File: config.mk
export PLATFORM = sky130hd
export DESIGN_NAME = lapp_mul
export DESIGN_NICKNAME = d
export VERILOG_FILES = /design/src/lapp_pkg.sv /design/src/lapp_mul.sv
export SDC_FILE = /design/constraint.sdc
export NUM_CORES = 2
export LEC_CHECK = 0
export ABC_AREA = 1
export BUFFER_PORTS_ARGS = -buffer_cell sky130_fd_sc_hd__buf_2
export CELL_PAD_IN_SITES_DETAIL_PLACEMENT = 1
export CELL_PAD_IN_SITES_GLOBAL_PLACEMENT = 2
export CORE_MARGIN = 2
export CORE_UTILIZATION = 43
export CTS_CLUSTER_SIZE = 20
export DETAILED_ROUTE_END_ITERATION = 7
export PLACE_DENSITY = 0.86
export SLEW_MARGIN = 20
export SYNTH_ARGS = -nofsm -noshare
export SYNTH_HDL_FRONTEND = slang
export SYNTH_SLANG_ARGS = --single-unit
File: constraint.sdc
create_clock -name i_clk -period 15.2 [get_ports i_clk]
set_input_delay 2.28 -clock i_clk [delete_from_list [all_inputs] [get_ports i_clk]]
set_output_delay 2.28 -clock i_clk [all_outputs]
set_load 0.01 [all_outputs]
File: src/lapp_pkg.sv
// Package for the laser antenna particle push pipeline.
// Holds the shared widths, the side-band and config structs and the register index codes.
// No dependencies.
`default_nettype none
package lapp_pkg;
    localparam int VW        = 42;  // signed velocity, Q.39 fraction of c
    localparam int GW        = 36;  // Lorentz factor, Q.16
    localparam int RW        = 47;  // radicand 2^46 - s^2
    localparam int ROOTW     = 24;
    localparam int PW        = VW + GW;
    localparam int SQ_STAGES = 6;
    localparam int SQ_STEPS  = 4;
    localparam int DV_STAGES = 6;
    localparam int DV_STEPS  = 6;
    localparam int DV_SKIP   = 11;  // leading quotient bits that are always zero

    localparam logic [23:0] GAMMA_ONE = 24'd65536;

    typedef enum logic [2:0] {
        CFG_MOBILITY     = 3'd0,
        CFG_BOOST_GAMMA  = 3'd1,
        CFG_BOOST_BETA   = 3'd2,
        CFG_LIGHT_STEP   = 3'd3,
        CFG_POLARIZATION = 3'd4,
        CFG_DIRECTION    = 3'd5
    } t_cfg_idx;

    typedef struct packed {
        logic [31:0] mobility;
        logic [23:0] boost_gamma;
        logic [23:0] boost_beta;
        logic [31:0] light_step;
        logic [47:0] polarization;
        logic [47:0] direction;
    } t_cfg;

    typedef struct packed {
        logic [2:0][VW-1:0] v;
        logic [2:0][31:0]   pos;
        logic               err;
        logic               last;
    } t_side;
endpackage
`default_nettype wire

File: src/lapp_mul.sv
// Two-stage unsigned multiplier, 42 x 36 bits, built from four registered partial products.
// Depends on lapp_pkg.
`default_nettype none
module lapp_mul (
    input  wire logic                 i_clk,
    input  wire logic                 i_en,
    input  wire logic [lapp_pkg::VW-1:0] i_a,
    input  wire logic [lapp_pkg::GW-1:0] i_b,
    output logic [lapp_pkg::PW-1:0]   o_p
);
    import lapp_pkg::*;

    localparam int AL = VW / 2;
    localparam int BL = GW / 2;
    localparam int PP = (VW - AL) + (GW - BL);

    logic [PP-1:0] r_hh, r_hl, r_lh, r_ll;

    always_ff @(posedge i_clk) begin
        if (i_en) begin
            r_hh <= PP'(i_a[VW-1:AL]) * PP'(i_b[GW-1:BL]);
            r_hl <= PP'(i_a[VW-1:AL]) * PP'(i_b[BL-1:0]);
            r_lh <= PP'(i_a[AL-1:0])  * PP'(i_b[GW-1:BL]);
            r_ll <= PP'(i_a[AL-1:0])  * PP'(i_b[BL-1:0]);
            o_p  <= (PW'(r_hh) << (AL + BL)) + (PW'(r_hl) << AL)
                  + (PW'(r_lh) << BL) + PW'(r_ll);
        end
    end
endmodule
`default_nettype wire

==> results.sh <==
export IMPL_status="complete, no violations"
export IMPL_fillCellCount=18200
export IMPL_antenna_found_initial=2
export IMPL_h_tree_depth=1
export IMPL_grt_usage_pct=28.7
export IMPL_fin_crit_sh_pct=53.4
export IMPL_ctsRootBufferMaster="clkbuf_16"
export IMPL_clock_latency_ns=0.62
export IMPL_whs_ns=0.413
export IMPL_die_w_um=389
export IMPL_numPortBuffers=157
export IMPL_hold_class="flip-flop to flip-flop"
export IMPL_area_delta_synth_final_pct=5.50
export IMPL_avgSynthCellArea_sq_um=7.68
export IMPL_min_period_ns=8.12
export IMPL_multi_input_area_sq_um=46000
export IMPL_rsz0062_at_grt="false"
export IMPL_drive_gt1_share_pct=3.81
export IMPL_cts_tree="built"
export IMPL_synth_fp_nets=10100
export IMPL_hold_viol_final=0
export IMPL_worstPathMaxFanout=42
export IMPL_clock_path_buffers=3
export IMPL_cts_buffers=31
export IMPL_clkSinkCount=234
export IMPL_synth_cell_type_count=35
export IMPL_cts_reportedPaths_clkPinSlew_ns=0.06
export IMPL_crit_type="input port to flip-flop"
export IMPL_vias_per_cell=5.11
export IMPL_max_cap_viol_count=0
export IMPL_drtIter0Drc=2877
export IMPL_relSlewSlack_pct=21.9
export IMPL_postRouteAntennaNets=0
export IMPL_grt_first_pass_wirelength_mm=335
export IMPL_stdcell_count=10100
export IMPL_place_gp_congestion=0.920
export IMPL_vias=51800
export IMPL_io_pins=158
export IMPL_rows=141
export IMPL_dp_cells=10100
export IMPL_wl_per_cell_um=20.8
export IMPL_seq_area_sq_um=7030
export IMPL_fmax_mhz=123
export IMPL_die_h_um=389
export IMPL_grt_max_degree=91
export IMPL_synthCells=8280
export IMPL_drt_total_wl_mm=211
export IMPL_grt_overflow_total=0
export IMPL_tns_ns=0
export IMPL_start_util_pct=43.2
export IMPL_design_core_area_sq_um=147000
export IMPL_cts_resized_gates=0
export IMPL_postCtsSetupRepairBufs=0
export IMPL_cp_start_kind="input port"
export IMPL_hold_buffers=0
export IMPL_setup_violations=0
export IMPL_drc=0
export IMPL_ys_warn_count=0
export IMPL_yosysSeqAreaShare_pct=11.0
export IMPL_worstPathArrival_ns=8.49
export IMPL_max_slew_worst_pin_slew_ns=1.17
export IMPL_dp_hpwl_mm=164
export IMPL_crit_required_ns=15.56
export IMPL_finalMaxSlewViolations=0
export IMPL_dr_pass1_iters=6
export IMPL_ys_ff_latch=234
export IMPL_worst_setup_path_end_kind="flip-flop"
export IMPL_grt_pass1_vias=57900
export IMPL_die_area_sq_um=151000
export IMPL_worst_clock_skew_ns=0.0165
export IMPL_netlist_area_sq_um=63600
export IMPL_nNetsFinal=10000
-- Yosys cell counts --
cell         n  area (sq um)
nand2_2      4          25.0
nor3_2       5          50.1
fa_1      1253         25100
nor2_4       1          11.3
or2_2        1          6.26
a21oi_1    190           951
o21a_1      14           105
inv_1     2473          9280
nand3_1    161           806
o21bai_2     1          11.3
o21ai_1      3          15.0
xnor2_1     22           193
nor2_2      10          62.6
o211ai_1     4          30.0
or2_1        1          6.26
nor3_1      40           200
nand3b_1    10          75.1
o21ai_2      3          26.3
clkbuf_1   348          1310
a21o_1      11          82.6
nand4_1     28           175
ha_1       500          6260
xor2_1      95           832
nor4_1       6          37.5
nor2_1     267          1000
o21ai_0     71           355
nand2_1   2489          9340
nand3_2      6          60.1
and2_1       3          18.8
nor3b_2      1          12.5
inv_2        5          18.8
edfxtp_1   234          7030
o21bai_1    15           113
a31oi_1      3          18.8
a21boi_0     2          15.0
-- layout by cell type, fill, tap and decap left out, types with 95 or more instances in the layout --
cell type  instances
inv_1           2473
fa_1            1253
ha_1             500
nand3_1          161
buf_2            155
nand2_1         2489
xor2_1            95
edfxtp_1         234
a21oi_1          190
nor2_1           267
-- critical path, cell delays in order --
cell and delay, ns:
buf_2 0.08, buf_4 0.63, nand2_1 0.19, fa_1 0.60, inv_1 0.06, fa_1 0.46
fa_1 0.51, inv_1 0.05, fa_1 0.52, inv_1 0.05, fa_1 0.48, inv_1 0.05
fa_1 0.47, inv_1 0.04, ha_1 0.43, nand2_1 0.26, nor2_1 0.34, nand3_1 0.21
nand2_1 0.28, nand2_1 0.09, nand2_1 0.13, nand2_1 0.08, nand3_1 0.07, nand2_1 0.07
-- per-stage QoR --
step | utilization, % | setup slack, ns | cell area (sq um)
6_report | 45.6 | 7.08 | 67100
5_1_grt | 45.6 | 6.91 | 67100
4_1_cts | 45.6 | 7.29 | 67100
3_5_place_dp | 44.8 | 6.64 | 66000
3_3_place_gp | 44.8 | 6.67 | 66000
2_1_floorplan | - | 7.71 | 63600
-- area by class of cell --
type                    count  area share, %
inverters                2478           13.9
clock buffers              33           1.17
repair buffers            227           1.98
diodes                      1        0.00373
clock inverters            22          0.408
well taps                1930           3.60
multi-input cells        5220           68.5
flip-flops and latches    234           10.5
-- worst paths after layout --
check / from / end / slack (ns) / cells past startpoint
worst max register to register: r_hl[17] / o_p[67] / 12.08 / 9
worst max-delay path: i_b[6] / r_hl[30] / 7.08 / 24
worst min-delay path: r_ll[3] / o_p[3] / 0.41 / 0
worst min register to register: r_ll[3] / o_p[3] / 0.41 / 0
-- flip-flops by register name, summed over array words and instances, names as in the netlist --
signal / count
r_lh: 39
r_ll: 39
r_hh: 39
o_p: 78
r_hl: 39
-- layer usage --
metal | wire [um] | track usage (%)
met4 | 3940 | 5.07
met1 | 101000 | 42.3
met2 | 94400 | 46.1
met5 | 0 | 0
met3 | 11900 | 3.11
-- logic make-up after synthesis --
group,Yosys count,synth area share [%]
adders and majority gates,1753,49.3
AOI/OAI and AO/OA,317,2.71
buffers and inverters,2826,16.7
and+or+nand+nor,3033,18.7
DFF,234,11.0
xor gates and xnor gates,117,1.61
Power is not shown: default switching activity piles up to over one toggle a cycle in this logic, so the estimate is an artifact.
