==> src/lapp_pkg.sv <==
// Package for the laser antenna particle push pipeline.
// Holds the shared widths, the side-band and config structs and the register index codes.
// No dependencies.
`default_nettype none
package lapp_pkg;
    localparam int VW        = 42;  // signed velocity, Q.39 fraction of c
    localparam int GW        = 36;  // Lorentz factor, Q.16
    localparam int RW        = 47;  // radicand 2^46 - s^2
    localparam int ROOTW     = 24;
    localparam int PW        = VW + GW;
    localparam int SQ_STAGES = 6;
    localparam int SQ_STEPS  = 4;
    localparam int DV_STAGES = 6;
    localparam int DV_STEPS  = 6;
    localparam int DV_SKIP   = 11;  // leading quotient bits that are always zero

    localparam logic [23:0] GAMMA_ONE = 24'd65536;

    typedef enum logic [2:0] {
        CFG_MOBILITY     = 3'd0,
        CFG_BOOST_GAMMA  = 3'd1,
        CFG_BOOST_BETA   = 3'd2,
        CFG_LIGHT_STEP   = 3'd3,
        CFG_POLARIZATION = 3'd4,
        CFG_DIRECTION    = 3'd5
    } t_cfg_idx;

    typedef struct packed {
        logic [31:0] mobility;
        logic [23:0] boost_gamma;
        logic [23:0] boost_beta;
        logic [31:0] light_step;
        logic [47:0] polarization;
        logic [47:0] direction;
    } t_cfg;

    typedef struct packed {
        logic [2:0][VW-1:0] v;
        logic [2:0][31:0]   pos;
        logic               err;
        logic               last;
    } t_side;
endpackage
`default_nettype wire

==> src/lapp_isqrt.sv <==
// Pipelined floor square root, a few result bits per stage, side band carried along.
// Depends on lapp_pkg.
`default_nettype none
module lapp_isqrt (
    input  wire logic                   i_clk,
    input  wire logic                   i_rst_n,
    input  wire logic                   i_en,
    input  wire logic                   i_valid,
    input  wire lapp_pkg::t_side        i_side,
    input  wire logic [lapp_pkg::RW-1:0] i_rad,
    output logic                        o_valid,
    output lapp_pkg::t_side             o_side,
    output logic [lapp_pkg::ROOTW-1:0]  o_root
);
    import lapp_pkg::*;

    logic [SQ_STAGES-1:0] r_valid;
    t_side                r_side [SQ_STAGES];
    logic [RW-1:0]        r_x    [SQ_STAGES];
    logic [RW:0]          r_r    [SQ_STAGES];

    always_ff @(posedge i_clk) begin
        if (!i_rst_n) begin
            r_valid <= '0;
        end else if (i_en) begin
            r_valid <= {r_valid[SQ_STAGES-2:0], i_valid};
        end
    end

    for (genvar st = 0; st < SQ_STAGES; st++) begin : g_st
        logic [RW-1:0] x_in, n_x;
        logic [RW:0]   r_in, n_r, b;
        t_side         side_in;

        if (st == 0) begin : g_first
            assign x_in    = i_rad;
            assign r_in    = '0;
            assign side_in = i_side;
        end else begin : g_next
            assign x_in    = r_x[st-1];
            assign r_in    = r_r[st-1];
            assign side_in = r_side[st-1];
        end

        always_comb begin
            n_x = x_in;
            n_r = r_in;
            b   = '0;
            for (int j = 0; j < SQ_STEPS; j++) begin
                b = (RW+1)'(1) << (RW - 1 - 2 * (st * SQ_STEPS + j));
                if ({1'b0, n_x} >= n_r + b) begin
                    n_x = n_x - RW'(n_r + b);
                    n_r = (n_r >> 1) + b;
                end else begin
                    n_r = n_r >> 1;
                end
            end
        end

        always_ff @(posedge i_clk) begin
            if (i_en) begin
                r_x[st]    <= n_x;
                r_r[st]    <= n_r;
                r_side[st] <= side_in;
            end
        end
    end

    assign o_valid = r_valid[SQ_STAGES-1];
    assign o_side  = r_side[SQ_STAGES-1];
    assign o_root  = r_r[SQ_STAGES-1][ROOTW-1:0];
endmodule
`default_nettype wire

==> config.mk <==
export PLATFORM = sky130hd
export DESIGN_NAME = lapp_isqrt
export DESIGN_NICKNAME = d
export VERILOG_FILES = /design/src/lapp_pkg.sv /design/src/lapp_isqrt.sv
export SDC_FILE = /design/constraint.sdc
export NUM_CORES = 2
export LEC_CHECK = 0
export BUFFER_PORTS_ARGS = -buffer_cell sky130_fd_sc_hd__buf_4
export CORE_MARGIN = 5
export CORE_UTILIZATION = 55
export CTS_CLUSTER_DIAMETER = 200
export CTS_CLUSTER_SIZE = 40
export DETAILED_ROUTE_END_ITERATION = 12
export GPL_ROUTABILITY_DRIVEN = 1
export PLACE_DENSITY = 0.76
export SYNTH_ARGS = -nofsm -noshare
export SYNTH_HDL_FRONTEND = slang
export SYNTH_SLANG_ARGS = --single-unit
==> constraint.sdc <==
create_clock -name i_clk -period 11.3 [get_ports i_clk]
set_input_delay 0.565 -clock i_clk [delete_from_list [all_inputs] [get_ports i_clk]]
set_output_delay 0.565 -clock i_clk [all_outputs]
set_load 0.01 [all_outputs]
==> summary.txt <==
Run status
  • Status: finished, final reports clean

Critical path
  • Arr. time, crit path: 11410 ps
  • Critical Path Max Stage Delay: 500 ps
  • Kind of critical path: register to register
  • CP max FO: 19
  • Slowest cell on crit path: o311ai_0
  • Required @ worst endpoint: 11830 ps
  • Setup crit end kind: register
  • CP startpoint kind: register
  • Worst path most repeated cell: buf_4
  • Flop2flop setup slack: 420 ps

Die
  • Starting density of the core: 55.50%
  • Core Rows: 136
  • Core area: 137800 µm²
  • Die Area: 146600 µm²
  • Die height: 382.9 µm
  • Die X: 382.9 µm
  • I/O pins: 524

STA
  • Clock Skew: 75.78 ps
  • Max Freq: 0.09188 GHz
  • Final Setup Violations: 0
  • Worst slew margin: 29.81%
  • Fin crit share: 96.31%
  • Measured slew at the worst slew-check pin: 1047 ps
  • Crit path time final: 10880 ps
  • Hold Fails Final Rpt: 0
  • Final Max Tran Viols: 0

Place
  • I/O Buffers: 523
  • RD Place Congestion: 0.9628
  • DP Area: 84100 µm²
  • Post-DP HPWL: 141100 µm
  • Placed Instances: 8170

Layout
  • Fillers: 10210
  • Fin cells: 8467
  • P&R area growth vs syn: 15.15%
  • Layout Nets: 7266
  • Final instance area: 88080 µm²
  • Multi-input logic area: 25410 µm²
  • Layout cell share with drive strength beyond 1: 15.44%
  • Seq. cell area: 50060 µm²

Global routing
  • Initial antenna violation count: 3
  • GR peak layer: met2
  • M3 GR Usage: 2.923%
  • Pin count of the biggest net entering global routing: 190
  • GRT overflow: 0
  • Number of global-route vias before repair: 47530
  • GRT Total Usage: 24.56%
  • M2 GR Usage: 41.06%
  • Met1 global-route usage: 34.80%
  • Global-route wire length before repair: 280700 µm

Routing
  • Post-route ant nets: 0
  • Post-Route WL: 186200 µm
  • WL per Instance: 21.99 µm
  • Via count: 49550
  • Drt first pass iters: 7
  • DRC viols: 0
  • DR vias/cell: 5.852
  • Number of DRC markers in iteration 0: 4411

Power
  • Pwr Total: 25.79 mW
  • Lkg Pwr: 33.05 nW
  • PwrDens: 292.7 nW/µm²
  • Maximum vdd ir drop: 0.3823 mV

Logic synthesis
  • Number of synthesized flops with an enable pin: 1663
  • Distinct cells, synth: 104
  • Ys async rst share: 0%
  • Post-synthesis sequential area ratio: 65.44%
  • Synth warn: 0
  • Largest cells by area after synthesis: edfxtp_1 (65%), ha_1 (5.5%), xnor2_1 (3.1%), a21oi_1 (2.5%), nor2_1 (1.9%)
  • Top cell type's share of synthesized area: 65.28%
  • Post-Syn Area per Cell: 13.32 µm²
  • Syn nets: 6351
  • Seq cells post-synth: 1669
  • Top_reg_cell synth: edfxtp_1
  • Yosys top cell by area: edfxtp_1
  • Synth Instances: 5742
  • Syn Std Cell Area: 76490 µm²

Clock network
  • Clk slew on worst S/H paths: 180 ps
  • H-Tree Depth: 2
  • Root Driver: clkbuf_16
  • Clk Latency, worst-skew pair: 740 ps
  • TritonCTS clock tree: yes
  • TritonCTS buffer count: 47
  • CTS Buffer Depth: 3
  • Sink Count: 1669

Run
  • Max-Cap Viols: 0

Worst hold path
  • Hold Path Class: input port to register
==> cell families (layout without fill, tap and decap cells) <==
family	after synthesis	after routing	synth area share, %
adders and majority gates	334	334	5.463
and+or+nand+nor	1588	1588	10.55
xor gates and xnor gates	404	404	4.626
muxes	70	70	1.001
other	0	2	0
buffers and inverters	366	1295	1.839
AOI/OAI and AO/OA	1311	1311	11.08
DFF	1669	1669	65.44
==> critical path: cells and delay by family (launching register included) <==
kind            cells  cell delay, ps
compound gates     20            4280
simple gates       19            2640
fa+ha+maj           4            1360
flops               1             480
xor+xnor            1             200
buf+inv             9            1740
==> report_power, final <==
part	switching (mW)	total [mW]	internal (mW)	leakage, nW
Combinational	9.16	15.2	6.07	16.2
Sequential	0.338	8.12	7.78	16.2
Clock	1.64	2.44	0.801	0.631
Total	11.1	25.8	14.7	33.1
==> through the flow <==
step | setup TNS, ps | utilization (%) | hold slack [ps] | setup WS [ps]
after floorplan | 0 | - | 400.3 | 72.62
after global placement | 0 | 61.01 | 400.0 | 84.79
after detailed placement | -352.3 | 61.01 | 404.5 | -106.3
after CTS | 0 | 63.50 | 0.7025 | 14.53
after global routing | -82.86 | 63.90 | 1.402 | -23.60
final | 0 | 63.91 | 47.92 | 416.8
==> cells in the final DEF, fill, tap and decap left out, drive strengths merged, types with 20 or more instances in the layout <==
| master | count |
|---|---|
| dlygate4sd3 | 211 |
| nor3b | 20 |
| nand2 | 369 |
| a31oi | 56 |
| o21a | 51 |
| or4 | 29 |
| edfxtp | 1663 |
| and2 | 42 |
| xnor2 | 271 |
| and4 | 23 |
| o31ai | 43 |
| or3 | 40 |
| o21bai | 44 |
| nor4b | 20 |
| o21ai | 254 |
| a21o | 149 |
| and3 | 56 |
| a21oi | 389 |
| nand4 | 98 |
| o211ai | 48 |
| nor2b | 45 |
| a211oi | 49 |
| mux2i | 30 |
| nor4 | 84 |
| inv | 226 |
| nand2b | 62 |
| nor3 | 141 |
| clkbuf | 60 |
| buf | 792 |
| nor2 | 382 |
| xor2 | 133 |
| ha | 334 |
| mux2 | 40 |
| or2 | 35 |
| nand3 | 109 |
==> routing by layer <==
metal  up-vias  wire [µm]
li1      23690          -
met4         2       5030
met2      1586      89240
met3       235      11240
met1     24030      80680
met5         -         30
==> path summary, 6_finish.rpt <==
check / end / depth (start not counted) / startpoint
max: r_x[3][39] / 53 / r_r[2][33]
min reg2reg: r_side[1][175] / 0 / r_side[0][175]
max reg2reg: r_x[3][39] / 53 / r_r[2][33]
min: r_side[0][19] / 1 / i_side[19]
==> layout make-up <==
cell class,instances,area share (%)
timing repair buffer,1003,9.301
multi-input combinational,3707,28.84
sequential,1669,56.83
antenna,2,0.005682
inverter,229,0.9844
clock inverter,3,0.07102
clock buffer,60,1.415
tap,1794,2.548
==> sequential cells by signal, summed over array words and instances (netlist names) <==
name / cells
r_valid: 6
r_x: 235
r_r: 84
r_side: 1344
==> cells in the mapped netlist (all sizes together) (62+ instances only) <==
library cell and n:
o21ai 254, ha 334, edfxtp 1663, a21oi 389
nand2 369, clkbuf 109, nand2b 62, a21o 149
xor2 133, nor4 84, inv 227, nor2 382
nand3 109, nand4 98, xnor2 271, nor3 141
==> what timing repair did <==
action / in CTS / in global routing
pin swaps: 1 / 5
endpoints found under the hold margin: 211 / 0
hold buffers: 211 / 0
setup buffers: 1 / 20
setup endpoints to repair: 6 / 92
gates resized for setup: 1 / 94
(Power assumes the default switching activity.)
