File: src/lapp_pkg.sv
// Package for the laser antenna particle push pipeline.
// Holds the shared widths, the side-band and config structs and the register index codes.
// No dependencies.
`default_nettype none
package lapp_pkg;
    localparam int VW        = 42;  // signed velocity, Q.39 fraction of c
    localparam int GW        = 36;  // Lorentz factor, Q.16
    localparam int RW        = 47;  // radicand 2^46 - s^2
    localparam int ROOTW     = 24;
    localparam int PW        = VW + GW;
    localparam int SQ_STAGES = 6;
    localparam int SQ_STEPS  = 4;
    localparam int DV_STAGES = 6;
    localparam int DV_STEPS  = 6;
    localparam int DV_SKIP   = 11;  // leading quotient bits that are always zero

    localparam logic [23:0] GAMMA_ONE = 24'd65536;

    typedef enum logic [2:0] {
        CFG_MOBILITY     = 3'd0,
        CFG_BOOST_GAMMA  = 3'd1,
        CFG_BOOST_BETA   = 3'd2,
        CFG_LIGHT_STEP   = 3'd3,
        CFG_POLARIZATION = 3'd4,
        CFG_DIRECTION    = 3'd5
    } t_cfg_idx;

    typedef struct packed {
        logic [31:0] mobility;
        logic [23:0] boost_gamma;
        logic [23:0] boost_beta;
        logic [31:0] light_step;
        logic [47:0] polarization;
        logic [47:0] direction;
    } t_cfg;

    typedef struct packed {
        logic [2:0][VW-1:0] v;
        logic [2:0][31:0]   pos;
        logic               err;
        logic               last;
    } t_side;
endpackage
`default_nettype wire

File: src/lapp_div.sv
// Pipelined restoring divider: gamma = (boost_gamma << 23) / root, several bits per stage.
// Depends on lapp_pkg.
`default_nettype none
module lapp_div (
    input  wire logic                    i_clk,
    input  wire logic                    i_rst_n,
    input  wire logic                    i_en,
    input  wire logic                    i_valid,
    input  wire lapp_pkg::t_side         i_side,
    input  wire logic [lapp_pkg::ROOTW-1:0] i_root,
    input  wire logic [23:0]             i_gamma,
    output logic                         o_valid,
    output lapp_pkg::t_side              o_side,
    output logic [lapp_pkg::GW-1:0]      o_gam
);
    import lapp_pkg::*;

    logic [DV_STAGES-1:0] r_valid;
    t_side                r_side [DV_STAGES];
    logic [ROOTW-1:0]     r_root [DV_STAGES];
    logic [ROOTW-1:0]     r_rem  [DV_STAGES];
    logic [GW-1:0]        r_q    [DV_STAGES];
    logic [RW-1:0]        dvd;

    assign dvd = {i_gamma, 23'b0};

    always_ff @(posedge i_clk) begin
        if (!i_rst_n) begin
            r_valid <= '0;
        end else if (i_en) begin
            r_valid <= {r_valid[DV_STAGES-2:0], i_valid};
        end
    end

    for (genvar st = 0; st < DV_STAGES; st++) begin : g_st
        logic [ROOTW-1:0] rem_in, root_in, n_rem;
        logic [GW-1:0]    q_in, n_q;
        logic [ROOTW:0]   t;
        t_side            side_in;

        if (st == 0) begin : g_first
            assign rem_in  = ROOTW'(dvd[RW-1 -: DV_SKIP]);
            assign q_in    = '0;
            assign root_in = i_root;
            assign side_in = i_side;
        end else begin : g_next
            assign rem_in  = r_rem[st-1];
            assign q_in    = r_q[st-1];
            assign root_in = r_root[st-1];
            assign side_in = r_side[st-1];
        end

        always_comb begin
            n_rem = rem_in;
            n_q   = q_in;
            t     = '0;
            for (int j = 0; j < DV_STEPS; j++) begin
                t = {n_rem, dvd[GW - 1 - (st * DV_STEPS + j)]};
                if (t >= {1'b0, root_in}) begin
                    n_rem = ROOTW'(t - {1'b0, root_in});
                    n_q   = {n_q[GW-2:0], 1'b1};
                end else begin
                    n_rem = t[ROOTW-1:0];
                    n_q   = {n_q[GW-2:0], 1'b0};
                end
            end
        end

        always_ff @(posedge i_clk) begin
            if (i_en) begin
                r_rem[st]  <= n_rem;
                r_q[st]    <= n_q;
                r_root[st] <= root_in;
                r_side[st] <= side_in;
            end
        end
    end

    assign o_valid = r_valid[DV_STAGES-1];
    assign o_side  = r_side[DV_STAGES-1];
    assign o_gam   = r_q[DV_STAGES-1];
endmodule
`default_nettype wire

File: config.mk
export PLATFORM = sky130hd
export DESIGN_NAME = lapp_div
export DESIGN_NICKNAME = d
export VERILOG_FILES = /design/src/lapp_pkg.sv /design/src/lapp_div.sv
export SDC_FILE = /design/constraint.sdc
export NUM_CORES = 2
export LEC_CHECK = 0
export BUFFER_PORTS_ARGS = -buffer_cell sky130_fd_sc_hd__buf_2
export CELL_PAD_IN_SITES_DETAIL_PLACEMENT = 1
export CELL_PAD_IN_SITES_GLOBAL_PLACEMENT = 2
export CORE_MARGIN = 4
export CORE_UTILIZATION = 46
export CTS_CLUSTER_SIZE = 24
export DETAILED_ROUTE_END_ITERATION = 10
export PLACE_DENSITY = 0.84
export SETUP_SLACK_MARGIN = 0.05
export SYNTH_ARGS = -nofsm -noshare
export SYNTH_HDL_FRONTEND = slang
export SYNTH_SLANG_ARGS = --single-unit
File: constraint.sdc
create_clock -name i_clk -period 27.2 [get_ports i_clk]
set_input_delay 0 -clock i_clk [delete_from_list [all_inputs] [get_ports i_clk]]
set_output_delay 0 -clock i_clk [all_outputs]
set_load 0.02 [all_outputs]
==> metrics.md <==
| Metric | Value |
|---|---|
| Post-layout min period | `between 20 and 25 ns` |
| Startpoint type of the worst setup path | `flop` |
| Data required time at the worst endpoint | `between 20 and 30 ns` |
| Detailed-route via count | `about 74000` |
| Setup slack at placement | `~4.0 ns` |
| Placement-stage cell area | `approximately 110000 µm²` |
| Maximum number of pins on one net before global-route repair | `196` |
| Post-CTS Resized | `0` |
| Post-synthesis instance area | `100000 µm²` |
| RD Place Congestion | `slightly above 0.9` |
| Delay of the slowest critical-path stage | `about 0.95 ns` |
| Number of nets with antenna violations after routing | `0` |
| Number of hold violations in the final report | `0` |
| Filler Cells Inserted | `between 20000 and 25000` |
| Number of search-and-repair iterations in the first detailed-routing pass | `5` |
| HPWL after detailed placement | `between 200000 and 250000 µm` |
| Core area | `roughly 220000 µm²` |
| Share of the clock period used by the worst path | `0.875` |
| Data arrival time of the critical path | `between 20 and 25 ns` |
| Clock buffers created by TritonCTS | `178` |
| WL final | `313000 µm` |
| Clock root buffer | `clkbuf_16` |
| Kind of end point of the critical path | `flop` |
| Ratio of cells with drive above 1 in the final layout | `0.136` |
| Seq/Total Area, Yosys | `0.512` |
| Multi-input combinational cell area | `46700 µm²` |
| Setup slack after layout | `roughly 3.4 ns` |
| Post-route DRC | `0` |
| Synthesis Warnings | `0` |
| Detailed-routed wire length on met3 | `roughly 13000 µm` |
| Seq cells post-synth | `between 1500 and 2000` |
| GR Overflow Total | `0` |
| Io pins | `537` |
| Clk_skew | `0.0705 ns` |
| Die height | `~480 µm` |
| Crit Path Max Fanout | `41` |
| Cell repeated most along the worst path | `o21ai_0` |
| Detail-routed via count per cell | `5.80` |
| Most common cell after layout, fill and taps aside | `edfxtp_1` |
| TritonCTS clock tree | `yes` |
| Number of nets in the synthesized netlist | `slightly below 10000` |
| Cell at the slowest stage of the critical path | `nand3_1` |
| Max frequency | `42.0 MHz` |
| Setup CP Type | `flop to flop` |
| Normalized max-slew margin | `0.164` |
| Commonest cells after routing, fill and taps aside | `edfxtp_1, ha_1, a21oi_1` |
| Starting Density | `0.462` |
| Tightest Hold Check Type | `input pin to flop` |
| Number of DRC violations after detailed-routing iteration 0 | `4812` |
| Area used by sequential logic in the layout | `slightly above 50000 µm²` |
| Post-synthesis area per instance | `between 10 and 15 µm²` |
| EDFF count, synth | `1710` |
| Total clock sinks | `around 1700` |
| Deepest clock path buffer count | `3` |
| Number of violations of the max-capacitance limit | `0` |
| Max Transition Viols Final | `0` |
| Via count of the first global-routing pass | `between 70000 and 80000` |
| Initial antenna violation count | `12` |
| Top routing layer in use | `met4` |
| Aggregate global-route resource usage | `0.272` |
| Post-route met1 wirelength | `133000 µm` |
| First-pass GRT wire length | `474000 µm` |
| Count of buffer and inverter cells on the critical path | `9` |
| Unrepaired setup endpoints after global routing | `no` |
| Clock transition time at the flip-flop clock pins of the worst setup and hold paths | `~0.07 ns` |
| Share of synthesized flip-flops with an asynchronous set or reset | `0` |
| Horiz. Die Dim | `around 480 µm` |
| Number of nets in the final layout | `about 11000` |
| Yosys cell types | `approximately 130` |
| Wirelength per Cell | `between 20 and 25 µm` |
| Depth of the CTS H-tree | `4` |
| Outcome | `finished clean` |
| Met2 Routed Length | `157000 µm` |
| Cells after Synth | `~8600` |
| Final setup violation count | `0` |
| Final std cell area, no fill | `roughly 120000 µm²` |
| Skew-Pair Late Insertion Delay | `roughly 0.86 ns` |
| Site row count | `171` |
| Total die area | `about 230000 µm²` |
| Post-Route Setup TNS | `0 ns` |
| Area growth from synthesis to layout | `17.1%` |
| Transition at the pin with the smallest max-transition slack | `around 1.2 ns` |
| Cell family with most CP delay | `compound AO/OA/AOI/OAI gates` |
| Flip-flop cell with the highest count after synthesis | `edfxtp_1` |
| Count of input and output buffers | `536` |
metrics by stage:
stage | std cells | hold WS [ns] | utilization
after global placement | 11900 | 0.176 | 0.490
after floorplan | 8592 | 0.0989 | -
after detailed placement | 11900 | 0.178 | 0.490
after global routing | 12700 | 0.0689 | 0.542
after CTS | 12700 | 0.0336 | 0.542
final | 12700 | 0.0413 | 0.542
state kept, by name (all words and copies together), names as in the netlist:
| register | cells |
|---|---|
| r_valid | 6 |
| r_rem | 120 |
| r_side | 1344 |
| r_q | 126 |
| r_root | 120 |
logic make-up after synthesis:
| logic type | Yosys count | synth area share |
|---|---|---|
| adders and majority gates | 850 | 0.107 |
| muxes | 417 | 0.0469 |
| DFF | 1716 | 0.512 |
| xor gates and xnor gates | 680 | 0.0593 |
| and+or+nand+nor | 1999 | 0.0970 |
| AOI/OAI and AO/OA | 2344 | 0.154 |
| buffers and inverters | 586 | 0.0232 |
synthesized netlist by cell type (18+ instances only):
cell	number	area [µm²]
o221ai_1	31	272
and4_1	26	228
or3_1	49	307
mux2_2	288	3240
nor4_1	40	250
nor3_1	157	786
clkbuf_1	80	300
a211o_1	24	210
mux2_4	28	420
a221oi_1	18	158
buf_2	39	195
a31o_2	20	175
mux2i_1	82	821
edfxtp_1	1710	51300
a22oi_1	19	143
ha_1	833	10400
nand2b_1	97	607
nand4_1	108	676
a21o_1	330	2480
a21oi_1	662	3310
a221o_1	21	210
o21ai_0	439	2200
xor2_1	237	2080
a21boi_0	25	188
o21a_1	146	1100
xnor2_1	443	3880
inv_1	415	1560
a211oi_1	58	435
and3_1	54	338
o21bai_1	111	833
and2_1	44	275
o22ai_1	21	131
a31oi_1	71	444
o31a_1	21	184
nor2b_1	112	701
o211ai_1	47	353
buf_1	24	90.1
nand3_1	149	746
nand2_1	524	1970
nor2_1	525	1970
o31ai_1	50	375
or2_2	37	231
metal layers:
metal  vias up  global-route usage
met5         -                   0
met4         0              0.0953
met3       475              0.0338
met2      1617               0.477
met1     36800               0.347
li1      34900                   -
worst reg2reg max path: cells and delay by family, from the launching register on:
family | cells | cell delay, ns
mux | 2 | 0.71
fa+ha+maj | 6 | 2.23
buf+inv | 9 | 2.48
simple gates | 12 | 3.22
flops | 1 | 0.86
compound gates | 46 | 14.09
timing repair:
action / 4_1_cts / 5_1_grt
hold buffers: 495 / 0
setup buffers: 0 / 0
endpoints found under the hold margin: 433 / 0
cell type report:
class	count	share of cell area
tap	2854	0.0304
sequential	1716	0.438
inverter	430	0.0138
clock inverter	125	0.0135
antenna	10	0.000213
multi-input combinational	6290	0.397
timing repair buffer	1084	0.0687
clock buffer	208	0.0389
worst paths after layout:
kind | start | endpoint | slack [ns] | cells after the start
setup / recovery | r_root[0][1] | r_rem[1][2] | 3.41 | 75
hold / removal | i_gamma[5] | r_rem[1][4] | 0.04 | 5
setup reg to reg | r_root[0][1] | r_rem[1][2] | 3.41 | 75
hold reg to reg | r_q[2][13] | r_q[3][19] | 0.39 | 0
Power is not shown: default switching activity piles up to over one toggle a cycle in this logic, so the estimate is an artifact.
